`src/knob_step_accelerator_zero_detent_unit_macros.svh`:
```
// Assertion macros shared by the knob step accelerator RTL.
`ifndef KNOB_STEP_ACCELERATOR_ZERO_DETENT_UNIT_MACROS_SVH
`define KNOB_STEP_ACCELERATOR_ZERO_DETENT_UNIT_MACROS_SVH

// Checked on every rising edge of clk, ignored while arst_n is low.
`define KSA_ASSERT(lbl, prop, msg) \
	lbl: assert property (@(posedge clk) disable iff (!arst_n) prop) else $error(msg);

// Checked on every rising edge of clk, also during reset.
`define KSA_ASSERT_RST(lbl, prop, msg) \
	lbl: assert property (@(posedge clk) prop) else $error(msg);

`endif

```
`src/ksa_pkg.sv`:
```
// Package with types, constants and register codes of the knob step accelerator.
`timescale 1ns / 1ps
`default_nettype none
package ksa_pkg;

	localparam int NUM_KNOBS_DEF      = 8;
	localparam int NUM_HOLD_SLOTS_DEF = 4;

	localparam logic [31:0] ACCEL_T1 = 32'd75;
	localparam logic [31:0] ACCEL_T2 = 32'd50;
	localparam logic [31:0] ACCEL_T3 = 32'd25;

	localparam logic [15:0]        HOLD_MS_RST = 16'd500;
	localparam logic signed [15:0] ZERO_PT_RST = 16'sd500;

	localparam int APB_AW = 4;

	localparam logic [1:0] REG_HOLD_MS  = 2'd0;
	localparam logic [1:0] REG_SHIFT_ZP = 2'd1;
	localparam logic [1:0] REG_TRIG_ZP  = 2'd2;

	localparam logic [1:0] ZSEL_SHIFT   = 2'd0;
	localparam logic [1:0] ZSEL_TRIG    = 2'd1;
	localparam logic [1:0] ZSEL_LITERAL = 2'd2;
	localparam logic [1:0] ZSEL_SPARE   = 2'd3;

	typedef struct packed {
		logic [15:0]        hold_ms;
		logic signed [15:0] shift_zero_point;
		logic signed [15:0] trigger_zero_point;
	} ksa_cfg_t;

	typedef struct packed {
		logic [2:0]         knob_index;
		logic [1:0]         hold_slot;
		logic [1:0]         zero_select;
		logic signed [7:0]  rel_step;
		logic signed [15:0] current_value;
		logic [31:0]        now_ms;
	} ksa_item_t;

	typedef struct packed {
		logic signed [15:0] new_value;
		logic               accepted;
	} ksa_result_t;

endpackage
`default_nettype wire

```
`src/ksa_if.sv`:
```
// Stream interfaces for knob events and their results.
`timescale 1ns / 1ps
`default_nettype none
interface ksa_evt_if;
	logic               valid;
	logic               ready;
	logic [2:0]         knob_index;
	logic [1:0]         hold_slot;
	logic [1:0]         zero_select;
	logic signed [7:0]  rel_step;
	logic signed [15:0] current_value;
	logic [31:0]        now_ms;

	modport source (output valid, knob_index, hold_slot, zero_select, rel_step,
		current_value, now_ms, input ready);
	modport sink (input valid, knob_index, hold_slot, zero_select, rel_step,
		current_value, now_ms, output ready);
endinterface

interface ksa_res_if;
	logic               valid;
	logic               ready;
	logic signed [15:0] new_value;
	logic               accepted;

	modport source (output valid, new_value, accepted, input ready);
	modport sink (input valid, new_value, accepted, output ready);
endinterface
`default_nettype wire

```
`src/ksa_apb_regs.sv`:
```
// APB configuration registers of the knob step accelerator.
`timescale 1ns / 1ps
`default_nettype none
module ksa_apb_regs
	import ksa_pkg::*;
(
	input  wire logic              clk,
	input  wire logic              arst_n,
	input  wire logic              psel,
	input  wire logic              penable,
	input  wire logic              pwrite,
	input  wire logic [APB_AW-1:0] paddr,
	input  wire logic [31:0]       pwdata,
	output logic [31:0]            prdata,
	output logic                   pready,
	output ksa_cfg_t               cfg
);

	ksa_cfg_t   cfg_q;
	logic       wr_en;
	logic [1:0] reg_idx;

	assign pready  = 1'b1;
	assign reg_idx = paddr[3:2];
	assign wr_en   = psel && penable && pwrite;
	assign cfg     = cfg_q;

	always_ff @(posedge clk or negedge arst_n) begin
		if (!arst_n) begin
			cfg_q.hold_ms            <= HOLD_MS_RST;
			cfg_q.shift_zero_point   <= ZERO_PT_RST;
			cfg_q.trigger_zero_point <= ZERO_PT_RST;
		end else if (wr_en) begin
			case (reg_idx)
				REG_HOLD_MS:  cfg_q.hold_ms            <= pwdata[15:0];
				REG_SHIFT_ZP: cfg_q.shift_zero_point   <= pwdata[15:0];
				REG_TRIG_ZP:  cfg_q.trigger_zero_point <= pwdata[15:0];
				default: ;
			endcase
		end
	end

	always_comb begin
		case (reg_idx)
			REG_HOLD_MS:  prdata = {16'd0, cfg_q.hold_ms};
			REG_SHIFT_ZP: prdata = {{16{cfg_q.shift_zero_point[15]}}, cfg_q.shift_zero_point};
			REG_TRIG_ZP:  prdata = {{16{cfg_q.trigger_zero_point[15]}},
				cfg_q.trigger_zero_point};
			default:      prdata = 32'd0;
		endcase
	end

endmodule
`default_nettype wire

```
`src/ksa_step_core.sv`:
```
// Acceleration, zero snap, saturation and hold logic with the per-knob and per-slot timers.
`timescale 1ns / 1ps
`default_nettype none
`include "knob_step_accelerator_zero_detent_unit_macros.svh"
module ksa_step_core
	import ksa_pkg::*;
#(
	parameter int NUM_KNOBS      = NUM_KNOBS_DEF,
	parameter int NUM_HOLD_SLOTS = NUM_HOLD_SLOTS_DEF
) (
	input  wire logic        clk,
	input  wire logic        arst_n,
	input  wire ksa_cfg_t    cfg,
	input  wire ksa_item_t   item,
	input  wire logic        fire,
	output ksa_result_t      result
);

	localparam int KW = (NUM_KNOBS > 1) ? $clog2(NUM_KNOBS) : 1;
	localparam int SW = (NUM_HOLD_SLOTS > 1) ? $clog2(NUM_HOLD_SLOTS) : 1;

	logic [31:0]               last_q  [NUM_KNOBS];
	logic [31:0]               start_q [NUM_HOLD_SLOTS];
	logic [NUM_HOLD_SLOTS-1:0] active_q;

	logic [KW-1:0]      knob_sel;
	logic [SW-1:0]      slot_sel;
	logic [31:0]        delta;
	logic signed [10:0] rel_x;
	logic signed [10:0] step_acc;
	logic signed [10:0] step;
	logic signed [15:0] zero;
	logic signed [16:0] sum;
	logic signed [16:0] snapped;
	logic signed [15:0] nv;
	logic               hit_zero;
	logic [31:0]        elapsed;
	logic               expired;

	// Indexes wrap at the knob and slot counts through small tables of constants.
	always_comb begin
		knob_sel = '0;
		for (int i = 0; i < 8; i++) begin
			if (item.knob_index == 3'(i)) begin
				knob_sel = KW'(i % NUM_KNOBS);
			end
		end
	end

	always_comb begin
		slot_sel = '0;
		for (int i = 0; i < 4; i++) begin
			if (item.hold_slot == 2'(i)) begin
				slot_sel = SW'(i % NUM_HOLD_SLOTS);
			end
		end
	end

	assign delta    = item.now_ms - last_q[knob_sel];
	assign rel_x    = {{3{item.rel_step[7]}}, item.rel_step};

	always_comb begin
		if (delta > ACCEL_T1) begin
			step_acc = rel_x;
		end else if (delta > ACCEL_T2) begin
			step_acc = rel_x <<< 1;
		end else if (delta > ACCEL_T3) begin
			step_acc = rel_x + (rel_x <<< 1);
		end else begin
			step_acc = rel_x <<< 2;
		end
	end

	// Literal zero and the spare select force a nonzero step so the knob never stalls on it.
	always_comb begin
		step = step_acc;
		case (item.zero_select)
			ZSEL_SHIFT: zero = cfg.shift_zero_point;
			ZSEL_TRIG:  zero = cfg.trigger_zero_point;
			default: begin
				zero = 16'sd0;
				if (step_acc == 11'sd0) begin
					step = 11'sd1;
				end
			end
		endcase
	end

	assign sum = {item.current_value[15], item.current_value} + {{6{step[10]}}, step};

	always_comb begin
		if ((item.current_value > zero && sum < $signed({zero[15], zero})) ||
			(item.current_value < zero && sum > $signed({zero[15], zero}))) begin
			snapped = {zero[15], zero};
		end else begin
			snapped = sum;
		end
	end

	assign nv = (snapped[16] != snapped[15]) ? (snapped[16] ? 16'sh8000 : 16'sh7FFF)
		: snapped[15:0];

	assign hit_zero = (nv == zero);
	assign elapsed  = item.now_ms - start_q[slot_sel];
	assign expired  = elapsed > {16'd0, cfg.hold_ms};

	assign result.new_value = nv;
	assign result.accepted  = hit_zero || !active_q[slot_sel] || expired;

	always_ff @(posedge clk or negedge arst_n) begin
		if (!arst_n) begin
			for (int k = 0; k < NUM_KNOBS; k++) begin
				last_q[k] <= 32'd0;
			end
			for (int s = 0; s < NUM_HOLD_SLOTS; s++) begin
				start_q[s] <= 32'd0;
			end
			active_q <= '0;
		end else if (fire) begin
			last_q[knob_sel] <= item.now_ms;
			if (hit_zero) begin
				start_q[slot_sel]  <= item.now_ms;
				active_q[slot_sel] <= 1'b1;
			end else if (active_q[slot_sel] && expired) begin
				active_q[slot_sel] <= 1'b0;
			end
		end
	end

	`KSA_ASSERT(a_hold_starts, (fire && hit_zero) |=> active_q[$past(slot_sel)], "no hold")
	`KSA_ASSERT(a_free_slot_accepts, !active_q[slot_sel] |-> result.accepted, "idle refused")
	`KSA_ASSERT(a_timer_updated, fire |=> (last_q[$past(knob_sel)] == $past(item.now_ms)), "timer")

endmodule
`default_nettype wire

```
`src/knob_step_accelerator_zero_detent_unit.sv`:
```
// Knob step accelerator with zero detent: one knob event in, one proposed value and accept
// flag out. A word is taken every cycle while the output is not stalled; its result passes
// through the input register, then the result register. A stalled output holds one result and
// one event in flight.
// The rate is set by the read-modify-write of the per-knob event timers and the
// per-slot hold timers, which lets an event see the state left by the one just before it.
`timescale 1ns / 1ps
`default_nettype none
`include "knob_step_accelerator_zero_detent_unit_macros.svh"
module knob_step_accelerator_zero_detent_unit
	import ksa_pkg::*;
#(
	parameter int NUM_KNOBS      = NUM_KNOBS_DEF,
	parameter int NUM_HOLD_SLOTS = NUM_HOLD_SLOTS_DEF
) (
	input  wire logic              clk,
	input  wire logic              arst_n,
	input  wire logic              psel,
	input  wire logic              penable,
	input  wire logic              pwrite,
	input  wire logic [APB_AW-1:0] paddr,
	input  wire logic [31:0]       pwdata,
	output logic [31:0]            prdata,
	output logic                   pready,
	ksa_evt_if.sink                evt,
	ksa_res_if.source              res
);

	ksa_cfg_t    cfg;
	ksa_item_t   item_s1;
	logic        valid_s1;
	ksa_result_t core_res;
	ksa_result_t res_s2;
	logic        valid_s2;
	logic        adv;
	logic        take;

	ksa_apb_regs u_regs (
		.clk     (clk),
		.arst_n  (arst_n),
		.psel    (psel),
		.penable (penable),
		.pwrite  (pwrite),
		.paddr   (paddr),
		.pwdata  (pwdata),
		.prdata  (prdata),
		.pready  (pready),
		.cfg     (cfg)
	);

	// The event stage moves on whenever the result register is empty or being drained.
	assign adv       = valid_s1 && (!valid_s2 || res.ready);
	assign evt.ready = !valid_s1 || adv;
	assign take      = evt.valid && evt.ready;

	always_ff @(posedge clk or negedge arst_n) begin
		if (!arst_n) begin
			valid_s1 <= 1'b0;
		end else if (evt.ready) begin
			valid_s1 <= evt.valid;
		end
	end

	always_ff @(posedge clk) begin
		if (take) begin
			item_s1.knob_index    <= evt.knob_index;
			item_s1.hold_slot     <= evt.hold_slot;
			item_s1.zero_select   <= evt.zero_select;
			item_s1.rel_step      <= evt.rel_step;
			item_s1.current_value <= evt.current_value;
			item_s1.now_ms        <= evt.now_ms;
		end
	end

	ksa_step_core #(
		.NUM_KNOBS      (NUM_KNOBS),
		.NUM_HOLD_SLOTS (NUM_HOLD_SLOTS)
	) u_core (
		.clk    (clk),
		.arst_n (arst_n),
		.cfg    (cfg),
		.item   (item_s1),
		.fire   (adv),
		.result (core_res)
	);

	always_ff @(posedge clk or negedge arst_n) begin
		if (!arst_n) begin
			valid_s2 <= 1'b0;
		end else if (!valid_s2 || res.ready) begin
			valid_s2 <= valid_s1;
		end
	end

	always_ff @(posedge clk) begin
		if (adv) begin
			res_s2 <= core_res;
		end
	end

	assign res.valid     = valid_s2;
	assign res.new_value = res_s2.new_value;
	assign res.accepted  = res_s2.accepted;

	`KSA_ASSERT(a_adv_fills_out, adv |=> valid_s2, "advanced word lost")
	`KSA_ASSERT(a_stall_cause, !evt.ready |-> (valid_s1 && valid_s2 && !res.ready), "bad stall")
	`KSA_ASSERT_RST(a_reset_empty, !arst_n |-> (!valid_s1 && !valid_s2), "not empty in reset")

endmodule
`default_nettype wire
```
`src/flat_wrapper.sv`:
```
// flat-port wrapper written by rule: the top's interface ports become plain ports
module knob_step_accelerator_zero_detent_unit_flat import ksa_pkg::*;
#(
	parameter int NUM_KNOBS      = NUM_KNOBS_DEF,
	parameter int NUM_HOLD_SLOTS = NUM_HOLD_SLOTS_DEF
)
  (clk, arst_n, psel, penable, pwrite, paddr, pwdata, prdata, pready, evt_valid, evt_knob_index, evt_hold_slot, evt_zero_select, evt_rel_step, evt_current_value, evt_now_ms, evt_ready, res_valid, res_new_value, res_accepted, res_ready);
  ksa_evt_if evt_i ();
  ksa_res_if res_i ();
  input  wire logic clk;
  input  wire logic arst_n;
  input  wire logic psel;
  input  wire logic penable;
  input  wire logic pwrite;
  input  wire logic [APB_AW-1:0] paddr;
  input  wire logic [31:0] pwdata;
  output logic [31:0] prdata;
  output logic pready;
  input wire logic [$bits(evt_i.valid)-1:0] evt_valid;
  input wire logic [$bits(evt_i.knob_index)-1:0] evt_knob_index;
  input wire logic [$bits(evt_i.hold_slot)-1:0] evt_hold_slot;
  input wire logic [$bits(evt_i.zero_select)-1:0] evt_zero_select;
  input wire logic [$bits(evt_i.rel_step)-1:0] evt_rel_step;
  input wire logic [$bits(evt_i.current_value)-1:0] evt_current_value;
  input wire logic [$bits(evt_i.now_ms)-1:0] evt_now_ms;
  output wire logic [$bits(evt_i.ready)-1:0] evt_ready;
  output wire logic [$bits(res_i.valid)-1:0] res_valid;
  output wire logic [$bits(res_i.new_value)-1:0] res_new_value;
  output wire logic [$bits(res_i.accepted)-1:0] res_accepted;
  input wire logic [$bits(res_i.ready)-1:0] res_ready;
  assign evt_i.valid = evt_valid;
  assign evt_i.knob_index = evt_knob_index;
  assign evt_i.hold_slot = evt_hold_slot;
  assign evt_i.zero_select = evt_zero_select;
  assign evt_i.rel_step = evt_rel_step;
  assign evt_i.current_value = evt_current_value;
  assign evt_i.now_ms = evt_now_ms;
  assign evt_ready = evt_i.ready;
  assign res_valid = res_i.valid;
  assign res_new_value = res_i.new_value;
  assign res_accepted = res_i.accepted;
  assign res_i.ready = res_ready;
  knob_step_accelerator_zero_detent_unit #(.NUM_KNOBS(NUM_KNOBS), .NUM_HOLD_SLOTS(NUM_HOLD_SLOTS)) u_core (.clk(clk), .arst_n(arst_n), .psel(psel), .penable(penable), .pwrite(pwrite), .paddr(paddr), .pwdata(pwdata), .prdata(prdata), .pready(pready), .evt(evt_i), .res(res_i));
endmodule
```
`config.mk`:
```
export PLATFORM = sky130hd
export DESIGN_NAME = knob_step_accelerator_zero_detent_unit_flat
export DESIGN_NICKNAME = d
export VERILOG_FILES = /design/src/ksa_pkg.sv /design/src/ksa_if.sv /design/src/ksa_apb_regs.sv /design/src/ksa_step_core.sv /design/src/knob_step_accelerator_zero_detent_unit.sv /design/src/flat_wrapper.sv
export VERILOG_INCLUDE_DIRS = /design/src /design/src/src
export SDC_FILE = /design/constraint.sdc
export NUM_CORES = 1
export LEC_CHECK = 0
export BUFFER_PORTS_ARGS = -buffer_cell sky130_fd_sc_hd__buf_4
export CORE_ASPECT_RATIO = 2
export CORE_MARGIN = 3
export CORE_UTILIZATION = 55
export DETAILED_ROUTE_END_ITERATION = 8
export PLACE_DENSITY = 0.73
export SLEW_MARGIN = 10
export SYNTH_ARGS = -nofsm -noshare
export SYNTH_HDL_FRONTEND = slang
export SYNTH_SLANG_ARGS = --single-unit
```
`constraint.sdc`:
```
create_clock -name clk -period 10.4 [get_ports clk]
set_clock_uncertainty 0.05 [all_clocks]
set_input_delay 0.52 -clock clk [delete_from_list [all_inputs] [get_ports clk]]
set_output_delay 0.52 -clock clk [all_outputs]
set_load 0.02 [all_outputs]
```
==> summary.txt, run 1 <==
Timing
  • Final hold violation count: 4
  • Tcrit/Tclk final: between 90% and 100%
  • Worst slew margin relative to its limit: 25.3%
  • Number of pins with negative max-slew slack in the final report: 0
  • Min cycle time layout: roughly 10 ns
  • Worst-Margin Slew: 1.12 ns
  • Achievable Freq: around 100 MHz
  • Final count of negative-setup-slack endpoints: 0
  • Worst hold slack after final layout: -0.00235 ns

Logic synthesis
  • Top post-synthesis cells by area: dfrtp_1 (35%), mux2_2 (12%), edfxtp_1 (8.1%)
  • Number of flip-flops and latches in the synthesized netlist: 518
  • Cell type contributing the most total cell area after synthesis: dfrtp_1
  • Summed instance area of the synthesized netlist: 0.0296 mm2
  • Most numerous cell in the Yosys netlist: dfrtp_1
  • Fraction of the yosys area taken by sequential cells: 45.2%
  • Synth warnings: 0
  • Top cells by instance count after synthesis: dfrtp_1 (420), mux2_2 (304), ha_1 (134)
  • Average instance area after synthesis: 12.4 um2
  • Top flip-flop cell by instance count after synthesis: dfrtp_1
  • Post-synthesis async set-or-reset flop share: ~85%
  • Number of enable flip-flop cells after synthesis: 80
  • Number of different library cells in the post-synthesis netlist: 95
  • Synthesized net count: 2643
  • Portion of synthesized cell area occupied by the leading cell type: a little over a third
  • Mapped Cells: 2399

Power and ir drop
  • Power Total: around 8.2 mW
  • Leakage component of the power: 14.7 nW
  • Worst supply voltage drop on vdd: 0.143 mV
  • Power density over the cells: 243 mW/mm2

Worst setup path
  • Capturing element type of the critical path: flop
  • Category of the most critical setup path: reg2reg
  • Arrival time at the worst endpoint: 10.31 ns
  • Max FO, Critical Path: 10
  • Bufs and invs on worst path: 8
  • Startpoint class of the critical path: flop
  • Delay of the slowest critical-path stage: 0.54 ns
  • Required time at the endpoint of the critical path: 10.83 ns
  • Most common cell type on the critical path: buf_4
  • Critical Path Slowest Stage Cell: a221oi_2
  • Family with the most delay on the worst path: compound AO/OA/AOI/OAI gates

Finish
  • Final layout net count: roughly 2800
  • Area growth from synthesis to final layout: 13.7%
  • Core occupancy in the finished layout: 63.6%
  • Share of post-route cells with drive strength above 1: about a third
  • Antenna diode count: 0
  • Filler instances: between 3000 and 4000

Clock tree
  • Clock tree from TritonCTS: yes
  • Clk root buf: clkbuf_16
  • H-Tree Depth: 2
  • Clock transition at the registers of the reported paths: 0.07 ns
  • Number of buffers created by CTS: 47
  • Clock Tree Buf Depth: 3
  • Later-pin clock latency in the skew report: 0.60 ns
  • Hold buffers post-CTS: 0
  • Clock tree sinks: 518

Detailed routing
  • Average routed wire per standard cell: 24.0 um
  • Detail Route Antenna Nets: 0
  • Via count normalized by instance count: ~6.3
  • Number of DRC markers after the initial detailed-route iteration: about 1300
  • Total via count in the routed design: 20439
  • Drt total wl: 77900 um
  • First-pass iteration count of the detailed router: 5
  • Total DRC errors in the routed layout: 0

Global route
  • Remaining Overflow, GRT: 0
  • Initial antenna violation count: 0
  • Pin count of the biggest net entering global routing: 165
  • First-pass GRT wire length: 121000 um
  • Vias in the first global route: 22121
  • Total Routing Usage GR: a little over a quarter

Floorplan
  • Core Area: 0.0530 mm2
  • Floorplan die area: 0.0569 mm2
  • Die extent in x: 170 um
  • Initial core utilization: 55.9%
  • I/O pins: ~160
  • Number of placement rows: roughly 120
  • Die height: 334 um

Hold path
  • Worst Hold Class: in2async

Job
  • Number of max-capacitance violations reported: 0

Outcome
  • Failing checks: negative hold slack
  • Result of the run: finished with violations

Placement
  • IO Port Bufs: 138
  • Last weighted congestion value of the routability-driven placer: 0.981
  • Half-perimeter wire length of the detailed placement result: between 50000 and 60000 um
layout by cell type, fill, tap and decap left out, types with 10 or more instances in the layout:
master / netlist / final
o31ai_1: 11 / 11
mux2_1: 96 / 96
o21bai_1: 17 / 17
dfrtp_1: 420 / 420
o21a_1: 14 / 14
nand2b_1: 13 / 13
a21oi_1: 99 / 89
a21oi_2: 0 / 10
nor2_1: 76 / 76
buf_4: 20 / 229
and3_1: 12 / 11
o211ai_1: 19 / 19
ha_1: 134 / 129
buf_12: 0 / 15
xor2_1: 19 / 19
a21o_1: 46 / 46
or2_2: 13 / 13
mux2_2: 304 / 304
xnor2_1: 43 / 42
mux2i_1: 89 / 84
or3_1: 11 / 11
mux4_2: 97 / 97
nor3_1: 25 / 23
a31oi_1: 12 / 11
edfxtp_1: 80 / 80
nor2b_1: 23 / 21
dfstp_2: 18 / 18
mux2_4: 29 / 29
nand4_1: 27 / 27
clkbuf_16: 0 / 53
nand2_1: 120 / 120
o21ai_0: 101 / 100
clkbuf_1: 108 / 11
inv_1: 98 / 98
nand3_1: 15 / 14
worst paths after layout:
kind,from,to,slack [ns],cells after the start
setup reg to reg,u_core.item_s1[61]$_DFFE_PP_,u_core.u_core.start_q[80]$_DFFE_PN0P_,0.52,42
setup / recovery,u_core.item_s1[61]$_DFFE_PP_,u_core.u_core.start_q[80]$_DFFE_PN0P_,0.52,42
min in group clk,evt_current_value[6],u_core.item_s1[38]$_DFFE_PP_,0.04,1
hold / removal,arst_n,u_core.u_core.last_q[131]$_DFFE_PN0P_,-0.002,1
max in group asynchronous,arst_n,u_core.u_core.last_q[27]$_DFFE_PN0P_,7.78,3
hold reg to reg,u_core.u_core.start_q[59]$_DFFE_PN0P_,u_core.u_core.start_q[59]$_DFFE_PN0P_,0.43,1
layer usage:
| metal | vias up | global-route usage [%] | wire, um | share of wire [%] |
|---|---|---|---|---|
| met4 | 0 | 13.3 | 4320 | 5.6 |
| li1 | 9159 | - | - | - |
| met5 | - | 0 | 0 | 0 |
| met1 | 10477 | 28.6 | 27100 | 35 |
| met3 | 229 | 2.85 | 2900 | 3.7 |
| met2 | 574 | 52.4 | 43600 | 56 |
cells by family after synthesis:
group | count (synthesis) | synth area share [%]
AOI/OAI and AO/OA | 415 | 9.31
xor gates and xnor gates | 63 | 1.93
DFF | 518 | 45.2
muxes | 616 | 27.1
and+or+nand+nor | 387 | 6.65
adders and majority gates | 138 | 5.93
other | 1 | 0.0127
buffers and inverters | 261 | 3.87
flip-flops by register name, indices dropped and copies added (netlist names), named ones only:
signal / count
u_core.res.accepted: 1
u_core.u_core.last_q: 256
u_core.res.new_value: 16
u_core.item_s1: 63
u_core.u_regs.cfg: 48
u_core.u_core.start_q: 128
u_core.valid_s1: 1
u_core.res.valid: 1
area by class of cell:
type                            count  area (um2)  share of cell area, %
Sequential cell                   518       13400                   39.7
Clock buffer                       63        1300                   3.86
Timing Repair Buffer              253        2200                   6.53
Tap cell                          665         832                   2.47
Inverter                           99         372                   1.10
Multi-Input combinational cell   1620       15300                   45.4
Clock inverter                     23         308                  0.913
what timing repair did:
item	CTS	global route
gates resized for setup	0	47
buffers inserted	0	8
endpoints found under the setup margin	0	149
where the power goes:
group          internal (mW)  switching, mW
registers               2.71          0.357
logic                   1.62           1.69
clock network           1.04          0.795
through the flow:
stage / area, um2 / cells / worst slack [ns] / TNS (ns)
final: 33700 / 3241 / 0.520 / 0
after global routing: 33700 / 3241 / -0.105 / -2.66
after CTS: 33400 / 3229 / 0.0574 / 0
after detailed placement: 31700 / 3143 / 0.0967 / 0
after global placement: 31700 / 3143 / 0.229 / 0
after floorplan: 29600 / 2399 / 0.807 / 0
Note: power is estimated with default switching activity, not from simulation.
==> run 2, diff against run 1 <==
--- a/config.mk
+++ b/config.mk
@@ -11,7 +11,7 @@
 export CORE_MARGIN = 3
 export CORE_UTILIZATION = 55
 export DETAILED_ROUTE_END_ITERATION = 8
-export PLACE_DENSITY = 0.73
+export PLACE_DENSITY = 0.85
 export SLEW_MARGIN = 10
 export SYNTH_ARGS = -nofsm -noshare
 export SYNTH_HDL_FRONTEND = slang
==> constraint.sdc (replaced) <==
create_clock -name clk -period 11 [get_ports clk]
set_clock_uncertainty 0.05 [all_clocks]
set_input_delay 0.55 -clock clk [delete_from_list [all_inputs] [get_ports clk]]
set_output_delay 0.55 -clock clk [all_outputs]
set_load 0.02 [all_outputs]
==> summary.txt, run 2 (synthesis gave the netlist of run 1 again) <==
Outcome
  • Result of the run: finished with violations
  • Failing checks: negative hold slack

Floorplan
  • Die extent in x: about 170 um
  • Die height: 334 um
  • Initial core utilization: between 50% and 60%
  • Core Area: 0.0530 mm2
  • I/O pins: around 160
  • Number of placement rows: between 100 and 150
  • Floorplan die area: about 0.057 mm2

Global route
  • First-pass GRT wire length: between 100000 and 150000 um
  • Total Routing Usage GR: 27.4%
  • Remaining Overflow, GRT: 0
  • Pin count of the biggest net entering global routing: 150
  • Vias in the first global route: 22561
  • Initial antenna violation count: 0

Placement
  • Last weighted congestion value of the routability-driven placer: approximately 0.95
  • IO Port Bufs: roughly 140
  • Half-perimeter wire length of the detailed placement result: between 50000 and 60000 um
  • Placed Cells: slightly above 3000
  • Post-placement worst setup slack: around 0.40 ns

Detailed routing
  • Average routed wire per standard cell: 24.4 um
  • Detail Route Antenna Nets: 0
  • Total DRC errors in the routed layout: 0
  • Drt total wl: 78100 um
  • First-pass iteration count of the detailed router: 8
  • Via count normalized by instance count: ~6.4
  • Total via count in the routed design: a little over 20000
  • Number of DRC markers after the initial detailed-route iteration: 1446

Clock tree
  • Number of buffers created by CTS: 46
  • Clock transition at the registers of the reported paths: 0.07 ns
  • Clock Tree Buf Depth: 3
  • H-Tree Depth: 2
  • Later-pin clock latency in the skew report: 0.59 ns
  • Clk root buf: clkbuf_16
  • Clock tree sinks: a little over 500
  • Post-cts repair resize count: 0
  • Clock tree from TritonCTS: yes

Worst setup path
  • Max FO, Critical Path: 31
  • Capturing element type of the critical path: flop
  • Worst r2r src: u_core.item_s1[61]$_DFFE_PP_
  • Most common cell type on the critical path: buf_4
  • Arrival time at the worst endpoint: ~11 ns
  • Delay of the slowest critical-path stage: roughly 0.43 ns
  • Required time at the endpoint of the critical path: 11.40 ns
  • Worst setup startpoint: u_core.item_s1[61]$_DFFE_PP_
  • Category of the most critical setup path: reg2reg
  • Critical Path Slowest Stage Cell: o21ai_1
  • Startpoint class of the critical path: flop

Finish
  • Share of post-route cells with drive strength above 1: 30.6%
  • Top register by number of flip-flops: u_core.u_core.last_q
  • Commonest non-fill, non-tap cell in the layout: dfrtp_1
  • Non-filler cells, final: roughly 3200
  • Filler instances: 3842
  • Final layout net count: between 2000 and 3000
  • Core occupancy in the finished layout: 62.4%
  • Antenna diode count: 0
  • Largest register FFs: 256
  • Commonest cells after routing, fill and taps aside: dfrtp_1 (420), mux2_2 (304), buf_4 (194)
  • Largest registers ranked by flip-flop count: u_core.u_core.last_q (256), u_core.u_core.start_q (128), u_core.item_s1 (63)
  • Area growth from synthesis to final layout: 11.6%

Power and ir drop
  • Power density over the cells: around 230 mW/mm2
  • Worst supply voltage drop on vdd: between 0.1 and 0.15 mV
  • Leakage component of the power: roughly 14 nW

Timing
  • Tcrit/Tclk final: 94.2%
  • RSZ-0062 raised after global routing: no
  • Final count of negative-setup-slack endpoints: 0
  • Final hold violation count: 6
  • Achievable Freq: about 96 MHz
  • Setup TNS after final layout: 0 ns
  • Number of pins with negative max-slew slack in the final report: 0
  • Worst Setup Slack, final: 0.633 ns
  • Worst hold slack after final layout: -0.0119 ns
  • Worst slew margin relative to its limit: 26.7%
  • Worst-Margin Slew: 1.10 ns
  • Min cycle time layout: roughly 10 ns

Hold path
  • Worst Hold Class: in2async

Job
  • Number of max-capacitance violations reported: 0
run 2: cell types whose count changed in the layout (fill, tap and decap cells not counted), moves of 5 or more:
cell / change
a21oi_2: -10
ha_1: +5
clkbuf_8: +7
clkbuf_16: -6
ha_2: -5
buf_4: -35
a21oi_1: +10
run 2: routing by layer:
metal | GRT usage [%] | share of wire (%) | up-vias
met3 | 3.55 | 4.5 | 296
met1 | 27.6 | 33 | 10396
met5 | 0 | 0 | -
met4 | 18.0 | 7.0 | 0
met2 | 51.5 | 55 | 779
li1 | - | - | 9077
run 2: report_power, final:
part           total [mW]  switching (mW)  internal (mW)  leakage [nW]
clock network        1.71           0.736          0.969         0.781
registers            2.93           0.369           2.56          6.03
logic                3.08            1.60           1.48          7.58
total                7.72            2.71           5.01          14.4
run 2: final cells by class:
class                   count  area (um2)  share of cell area, %
multi-input cells        1620       15100                   45.8
flip-flops and latches    518       13400                   40.5
repair buffers            210        1770                   5.36
clock buffers              64        1330                   4.02
well taps                 665         832                   2.52
inverters                  99         372                   1.12
clock inverters            21         253                  0.764
run 2: worst paths after layout:
| check | endpoint | slack [ns] | cells past startpoint |
|---|---|---|---|
| max in group asynchronous | u_core.u_core.last_q[29]$_DFFE_PN0P_ | 8.21 | 3 |
| min | u_core.u_core.last_q[200]$_DFFE_PN0P_ | -0.01 | 1 |
| max reg2reg | u_core.u_core.start_q[88]$_DFFE_PN0P_ | 0.63 | 43 |
| min reg2reg | u_core.u_core.start_q[53]$_DFFE_PN0P_ | 0.44 | 1 |
| min in group clk | u_core.item_s1[3]$_DFFE_PP_ | 0.09 | 1 |
| max | u_core.u_core.start_q[88]$_DFFE_PN0P_ | 0.63 | 43 |
run 2: metrics by stage:
step | instance area, um2 | hold slack, ns | total power, mW
floorplan | 29600 | 0.204 | 5.07
global placement | 31500 | 0.407 | 5.75
detailed placement | 31500 | 0.418 | 5.96
CTS | 33000 | 0.0285 | 7.70
global route | 33100 | 0.0745 | 8.14
finish | 33100 | -0.0119 | 7.72
run 2: critical path: cells and delay by family, from the launching register on:
kind	cells	cell delay, ns
buffers and inverters	8	1.50
adders and majority gates	5	1.40
and+or+nand+nor	9	1.85
AOI/OAI and AO/OA	14	3.31
xor gates and xnor gates	2	0.32
DFF	1	0.37
muxes	5	1.40
run 2: timing repair:
action                                 in CTS  in global routing
buffers inserted                            0                  4
setup endpoints to repair                   0                130
endpoints found under the hold margin       0                  0
hold buffers                                0                  0
